**config.mk**
```make
export PLATFORM = sky130hd
export DESIGN_NAME = frame_max_auto_exposure_top
export DESIGN_NICKNAME = d
export VERILOG_FILES = /design/src/rtl/fae_pkg.sv /design/src/rtl/frame_max_auto_exposure_top.sv
export SDC_FILE = /design/constraint.sdc
export NUM_CORES = 1
export LEC_CHECK = 0
export ABC_CLOCK_PERIOD_IN_PS = 11300
export BUFFER_PORTS_ARGS = -buffer_cell sky130_fd_sc_hd__buf_4
export CORE_MARGIN = 2
export CORE_UTILIZATION = 63
export DETAILED_ROUTE_END_ITERATION = 10
export GPL_ROUTABILITY_DRIVEN = 0
export PLACE_DENSITY = 0.82
export REMOVE_ABC_BUFFERS = 1
export SLEW_MARGIN = 40
export SYNTH_ARGS = -nofsm -noshare
export SYNTH_HDL_FRONTEND = slang
export SYNTH_SLANG_ARGS = --single-unit
export TNS_END_PERCENT = 30
```
**constraint.sdc**
```tcl
create_clock -name aclk -period 11.3 [get_ports aclk]
set_input_delay 2.26 -clock aclk [delete_from_list [all_inputs] [get_ports aclk]]
set_output_delay 2.26 -clock aclk [all_outputs]
set_load 0.02 [all_outputs]
```
**src/rtl/fae_pkg.sv**
```systemverilog
package fae_pkg;

    localparam int PIXEL_W    = 8;
    localparam int EXPOSURE_W = 32;
    localparam int GAIN_W     = 16;
    localparam int STATUS_W   = 2;
    localparam int CFG_IDX_W  = 3;
    localparam int CFG_DATA_W = 32;

    // sum = exposure + err * gain: needs 34 bits signed
    localparam int ERR_W  = PIXEL_W + 1;
    localparam int PROD_W = ERR_W + GAIN_W + 1;
    localparam int SUM_W  = EXPOSURE_W + 2;

    localparam logic [CFG_IDX_W-1:0] CFG_TARGET_LEVEL = 3'd0;
    localparam logic [CFG_IDX_W-1:0] CFG_GAIN_Q8      = 3'd1;
    localparam logic [CFG_IDX_W-1:0] CFG_DEADBAND     = 3'd2;
    localparam logic [CFG_IDX_W-1:0] CFG_MIN_EXPOSURE = 3'd3;
    localparam logic [CFG_IDX_W-1:0] CFG_MAX_EXPOSURE = 3'd4;

    localparam logic [STATUS_W-1:0] LIM_NONE = 2'd0;
    localparam logic [STATUS_W-1:0] LIM_MIN  = 2'd1;
    localparam logic [STATUS_W-1:0] LIM_MAX  = 2'd2;

    localparam logic [PIXEL_W-1:0]    RST_TARGET_LEVEL = 8'd200;
    localparam logic [GAIN_W-1:0]     RST_GAIN_Q8      = 16'd307;
    localparam logic [PIXEL_W-1:0]    RST_DEADBAND     = 8'd1;
    localparam logic [EXPOSURE_W-1:0] RST_MIN_EXPOSURE = 32'd3840;
    localparam logic [EXPOSURE_W-1:0] RST_MAX_EXPOSURE = 32'd2560000000;
    localparam logic [EXPOSURE_W-1:0] RST_EXPOSURE     = 32'd76800;

    typedef struct packed {
        logic [EXPOSURE_W-1:0] exposure;
        logic [PIXEL_W-1:0]    frame_peak;
        logic                  updated;
        logic [STATUS_W-1:0]   limit_status;
    } result_t;

endpackage

```
**src/rtl/frame_max_auto_exposure_top.sv**
```systemverilog
// Frame-peak auto-exposure controller.
// Throughput: one pixel per cycle while s_ready is high; the peak compare runs on accept.
// A result passes through the frame register, loaded when its frame_end pixel is accepted,
// and then the output register, loaded once that register is free.
// Reset (aresetn low, synchronous): peak cleared, exposure 76800 (300 us),
// registers to their defaults, no result pending.
module frame_max_auto_exposure_top
    import fae_pkg::*;
(
    input  logic                  aclk,
    input  logic                  aresetn,

    input  logic                  cfg_we,
    input  logic [CFG_IDX_W-1:0]  cfg_index,
    input  logic [CFG_DATA_W-1:0] cfg_wdata,

    input  logic                  s_valid,
    output logic                  s_ready,
    input  logic [PIXEL_W-1:0]    s_pixel,
    input  logic                  s_frame_end,

    output logic                  m_valid,
    input  logic                  m_ready,
    output logic [EXPOSURE_W-1:0] m_exposure,
    output logic [PIXEL_W-1:0]    m_frame_peak,
    output logic                  m_updated,
    output logic [STATUS_W-1:0]   m_limit_status
);

    logic [PIXEL_W-1:0]    target_level_reg;
    logic [GAIN_W-1:0]     gain_q8_reg;
    logic [PIXEL_W-1:0]    deadband_reg;
    logic [EXPOSURE_W-1:0] min_exposure_reg;
    logic [EXPOSURE_W-1:0] max_exposure_reg;

    logic [PIXEL_W-1:0]    running_peak_reg;
    logic [PIXEL_W-1:0]    running_peak_next;
    logic [EXPOSURE_W-1:0] exposure_reg;
    logic [EXPOSURE_W-1:0] exposure_next;

    logic                  frame_valid_reg;
    logic [PIXEL_W-1:0]    frame_peak_reg;

    logic                  out_valid_reg;
    result_t               out_reg;
    result_t               result_next;

    logic                  s_fire;
    logic                  out_free;
    logic                  frame_move;

    logic signed [ERR_W-1:0]  err;
    logic [PIXEL_W-1:0]       err_mag;
    logic signed [PROD_W-1:0] step;
    logic signed [SUM_W-1:0]  sum;
    logic                     apply;

    assign out_free   = !out_valid_reg || m_ready;
    assign frame_move = frame_valid_reg && out_free;
    assign s_ready    = !frame_valid_reg || out_free;
    assign s_fire     = s_valid && s_ready;

    // configuration writes
    always_ff @(posedge aclk) begin
        if (!aresetn) begin
            target_level_reg <= RST_TARGET_LEVEL;
            gain_q8_reg      <= RST_GAIN_Q8;
            deadband_reg     <= RST_DEADBAND;
            min_exposure_reg <= RST_MIN_EXPOSURE;
            max_exposure_reg <= RST_MAX_EXPOSURE;
        end else if (cfg_we) begin
            unique case (cfg_index)
                CFG_TARGET_LEVEL: target_level_reg <= cfg_wdata[PIXEL_W-1:0];
                CFG_GAIN_Q8:      gain_q8_reg      <= cfg_wdata[GAIN_W-1:0];
                CFG_DEADBAND:     deadband_reg     <= cfg_wdata[PIXEL_W-1:0];
                CFG_MIN_EXPOSURE: min_exposure_reg <= cfg_wdata[EXPOSURE_W-1:0];
                CFG_MAX_EXPOSURE: max_exposure_reg <= cfg_wdata[EXPOSURE_W-1:0];
                default: ;
            endcase
        end
    end

    // peak tracking on accept; last pixel of a frame hands the peak on
    always_comb begin
        running_peak_next = (s_pixel > running_peak_reg) ? s_pixel : running_peak_reg;
    end

    always_ff @(posedge aclk) begin
        if (!aresetn) begin
            running_peak_reg <= '0;
            frame_valid_reg  <= 1'b0;
        end else begin
            if (s_fire) begin
                running_peak_reg <= s_frame_end ? '0 : running_peak_next;
            end
            if (s_fire && s_frame_end) begin
                frame_valid_reg <= 1'b1;
            end else if (frame_move) begin
                frame_valid_reg <= 1'b0;
            end
        end
    end

    always_ff @(posedge aclk) begin
        if (s_fire && s_frame_end) begin
            frame_peak_reg <= running_peak_next;
        end
    end

    // error, proportional step and saturation
    always_comb begin
        err     = $signed({1'b0, target_level_reg}) - $signed({1'b0, frame_peak_reg});
        err_mag = err[ERR_W-1] ? PIXEL_W'(-err) : err[PIXEL_W-1:0];
        apply   = (err_mag >= deadband_reg);
        step    = PROD_W'(err) * $signed({1'b0, gain_q8_reg});
        sum     = $signed({2'b00, exposure_reg}) + SUM_W'(step);

        exposure_next            = exposure_reg;
        result_next.frame_peak   = frame_peak_reg;
        result_next.updated      = apply;
        result_next.limit_status = LIM_NONE;
        if (apply) begin
            if (sum < $signed({2'b00, min_exposure_reg})) begin
                exposure_next            = min_exposure_reg;
                result_next.limit_status = LIM_MIN;
            end else if (sum > $signed({2'b00, max_exposure_reg})) begin
                exposure_next            = max_exposure_reg;
                result_next.limit_status = LIM_MAX;
            end else begin
                exposure_next = sum[EXPOSURE_W-1:0];
            end
        end
        result_next.exposure = exposure_next;
    end

    always_ff @(posedge aclk) begin
        if (!aresetn) begin
            exposure_reg  <= RST_EXPOSURE;
            out_valid_reg <= 1'b0;
        end else begin
            if (frame_move) begin
                exposure_reg  <= exposure_next;
                out_valid_reg <= 1'b1;
            end else if (m_ready) begin
                out_valid_reg <= 1'b0;
            end
        end
    end

    always_ff @(posedge aclk) begin
        if (frame_move) begin
            out_reg <= result_next;
        end
    end

    assign m_valid        = out_valid_reg;
    assign m_exposure     = out_reg.exposure;
    assign m_frame_peak   = out_reg.frame_peak;
    assign m_updated      = out_reg.updated;
    assign m_limit_status = out_reg.limit_status;

    // deadband result carries no limit flag
    assert property (@(posedge aclk) disable iff (!aresetn)
        m_valid && !m_updated |-> m_limit_status == LIM_NONE)
        else $error("deadband result with limit status");

    // exposure state only moves on an applied update
    assert property (@(posedge aclk) disable iff (!aresetn)
        !(frame_move && apply) |=> $stable(exposure_reg))
        else $error("exposure changed without update");

    // peak is cleared after the last pixel of a frame
    assert property (@(posedge aclk) disable iff (!aresetn)
        s_fire && s_frame_end |=> running_peak_reg == '0 && frame_valid_reg)
        else $error("frame end not handed on");

    // max-clamped result matches the limit it reports
    assert property (@(posedge aclk) disable iff (!aresetn)
        frame_move && result_next.limit_status == LIM_MAX
        |=> m_exposure == max_exposure_reg && exposure_reg == max_exposure_reg)
        else $error("max clamp mismatch");

    // output value always mirrors the exposure state right after a move
    assert property (@(posedge aclk) disable iff (!aresetn)
        frame_move |=> m_valid && m_exposure == exposure_reg)
        else $error("output exposure differs from state");

endmodule

```
==> summary.md <==
| Metric | Value |
|---|---|
| Status | `finished, final reports clean` |
| Hold Crit Endpoint | `m_frame_peak[5]$_DFFE_PP_` |
| Cell Rows | `59` |
| Register area | `4290 um^2` |
| Final WL | `45600 um` |
| Min-delay src | `frame_peak_reg[5]$_DFFE_PP_` |
| Synth cell types | `77` |
| CTS sink count | `189` |
| # IOs | `94` |
| Combinational power share | `71.0%` |
| Commonest cells after routing, fill and taps aside | `nand2_1, inv_1, ha_1` |
| WP data required | `11.64 ns` |
| First-pass iteration count of the detailed router | `6` |
| Post-synth EDFFs | `51` |
| Pin count of the biggest net entering global routing | `65` |
| Placed cell areas | `17500 um^2` |
| Cell family with most CP delay | `compound AO/OA/AOI/OAI gates` |
| Final Core Density | `69.8%` |
| TNS Setup | `0 ns` |
| Switch Pwr | `approximately 0.0026 W` |
| Post-synth top area share | `16.5%` |
| Die X | `about 170 um` |
| Number of global-route vias before repair | `~15000` |
| Net count, final | `between 2000 and 2500` |
| Hold path depth | `0` |
| VDD IR max | `0.256 mV` |
| First-iteration detailed-routing DRC count | `1396` |
| Gr usage total | `approximately 33%` |
| Fin worst setup slack | `around 0.64 ns` |
| Top cell by count, worst path | `fa_1` |
| Initial core utilization | `64.1%` |
| Die area | `27800 um^2` |
| Final hold slack | `0.456 ns` |
| Post-synth ARST share | `0%` |
| Initial antenna violation count | `0` |
| Largest cells by area after synthesis | `dfxtp_1, fa_1, ha_1` |
| Syn Area/Cell | `between 8 and 9 um^2` |
| Clock Pin Slew Worst Setup and Hold Paths | `0.08 ns` |
| Slowest-stage cell, CP | `fa_1` |
| Clock root cell | `clkbuf_16` |
| Clock Power Share | `13.2%` |
| Power Density | `about 280 nW/um^2` |
| IO Port Bufs | `93` |
| Num CTS Buffers | `17` |
| Commonest non-fill, non-tap cell in the layout | `nand2_1` |
| Peak Freq | `0.0938 GHz` |
| Core area | `between 20000 and 30000 um^2` |
| Fill count | `1993` |
| Max incr delay on CP | `0.54 ns` |
| FF-to-FF setup slack | `0.64 ns` |
| Minimum clock period after layout | `10.66 ns` |
| Final Hold Fails | `0` |
| Max_cap viols | `0` |
| Leakage | `8.37 nW` |
| Worst EP arrival | `11.00 ns` |
| Slew headroom | `43.0%` |
| P_int | `0.00250 W` |
| Remaining antenna violation count after routing | `0` |
| Setup crit end kind | `flip-flop` |
| Routed wire per std cell | `19.7 um` |
| First-pass GRT wire length | `roughly 74000 um` |
| Worst slew pin tran | `0.854 ns` |
| Number of vias per cell | `6.19` |
| Endpoints failing setup | `0` |
| Setup WS pre-CTS | `0.732 ns` |
| Cell depth of the worst flop-to-flop path | `38` |
| Vert. Die Dim | `167 um` |
| Final slew viol count | `0` |
| Yosys top cell by area | `dfxtp_1` |
| Mapped Cells | `1939` |
| Clock skew | `0.0152 ns` |
| Mapped cell area | `around 17000 um^2` |
| #FFs+latches synth | `189` |
| Crit path buffers/inverters | `6` |
| CP Max Fanout | `25` |
| Design area | `between 15000 and 20000 um^2` |
| Later-pin clock latency in the skew report | `0.46 ns` |
| Multi-input logic area | `around 11000 um^2` |
| DP Wirelength | `approximately 33000 um` |
| Main synth FF type | `dfxtp_1` |
| GRT overflow | `0` |
| Via count | `14400` |
| Seq/Total Area, Yosys | `25.7%` |
| Yosys warns | `0` |
| Fin crit share | `94.3%` |
| Reg-to-reg endpoint | `exposure_reg[14]$_SDFFE_PN0P_` |
| Synthesis-to-layout area growth | `8.93%` |
| R2r startpoint | `target_level_reg[0]$_SDFFE_PN0P_` |
| CTS tree | `done` |
| Critical Setup Path Class | `reg2reg` |
| Path type of the worst min-delay path | `reg2reg` |
| Startpoint types | `flip-flop` |
| Max clock buf depth | `2` |
| CTS H-tree depth | `4` |
| Layout cells sized above 1 | `9.43%` |
| ANT cells | `0` |
| Switching part of the total | `50.9%` |
| # DRC | `0` |
| Reg power frac | `15.9%` |
| Unrepaired setup endpoints after global routing | `false` |
## cell type report
cell class	instances	area share (%)
Clock inverter	15	1.22
Clock buffer	17	2.34
Sequential cell	189	23.6
Tap cell	335	2.30
Timing Repair Buffer	111	4.72
Multi-Input combinational cell	1375	60.2
Inverter	275	5.67
## synthesized netlist by cell type (21+ instances only)
library cell,instances
xnor2_1,21
nand3_1,57
ha_1,184
clkbuf_1,75
mux2i_1,62
a311o_1,21
a21oi_1,127
dfxtp_1,138
nor2_1,70
nand2_1,298
and2_1,56
fa_1,122
o21ai_0,61
nand2b_1,21
nor3_1,56
edfxtp_1,51
a21o_1,23
inv_1,273
## routing by layer
metal	vias up	global-route usage, %	share of wire (%)
li1	6554	-	-
met1	6924	42.6	39
met2	720	54.0	47
met3	152	4.66	8.6
met4	0	19.0	5.5
met5	-	0	0
## repair_timing
item / 4_1_cts / 5_1_grt
buffers inserted: 0 / 0
hold buffers: 0 / 0
setup endpoints to repair: 0 / 3
gates resized for setup: 0 / 1
## power groups by stage
stage                     combinational (W)  clock, W  sequential, W
after floorplan                     0.00255         0       0.000832
after global placement              0.00334         0       0.000820
after detailed placement            0.00347         0       0.000821
after CTS                           0.00353  0.000672       0.000806
after global routing                0.00400  0.000695       0.000811
final                               0.00361  0.000671       0.000808
## cells by family (layout without fill, tap and decap cells)
family / count (synthesis) / after routing / synth area share (%)
xor gates and xnor gates: 36 / 36 / 1.89
muxes: 73 / 73 / 4.46
and+or+nand+nor: 617 / 617 / 16.9
AOI/OAI and AO/OA: 343 / 343 / 13.6
buffers and inverters: 375 / 418 / 9.01
DFF: 189 / 189 / 25.7
adders and majority gates: 306 / 306 / 28.4
## worst max path at each step
stage	start	to	cells past startpoint	slack (ns)
floorplan	target_level_reg[0]$_SDFFE_PN0P_	exposure_reg[0]$_SDFFE_PN0P_	38	1.59
global placement	target_level_reg[0]$_SDFFE_PN0P_	m_exposure[31]$_DFFE_PP_	39	1.10
detailed placement	target_level_reg[0]$_SDFFE_PN0P_	m_exposure[31]$_DFFE_PP_	39	0.73
CTS	target_level_reg[0]$_SDFFE_PN0P_	m_exposure[31]$_DFFE_PP_	39	0.65
global route	target_level_reg[0]$_SDFFE_PN0P_	m_exposure[31]$_DFFE_PP_	39	0.16
finish	target_level_reg[0]$_SDFFE_PN0P_	exposure_reg[14]$_SDFFE_PN0P_	38	0.64
## stage by stage
step / cells / power [W]
floorplan: 1839 / 0.00338
global placement: 2285 / 0.00416
detailed placement: 2285 / 0.00429
CTS: 2317 / 0.00501
global route: 2317 / 0.00551
finish: 2317 / 0.00509
## worst register-to-register path, delay by kind of cell, from the launching register on
family | cells | cell delay (ns)
compound gates | 15 | 4.04
mux | 1 | 0.40
buf+inv | 6 | 0.71
flops | 1 | 0.32
xor+xnor | 1 | 0.23
fa+ha+maj | 9 | 3.75
simple gates | 6 | 1.12
(Power assumes the default switching activity.)
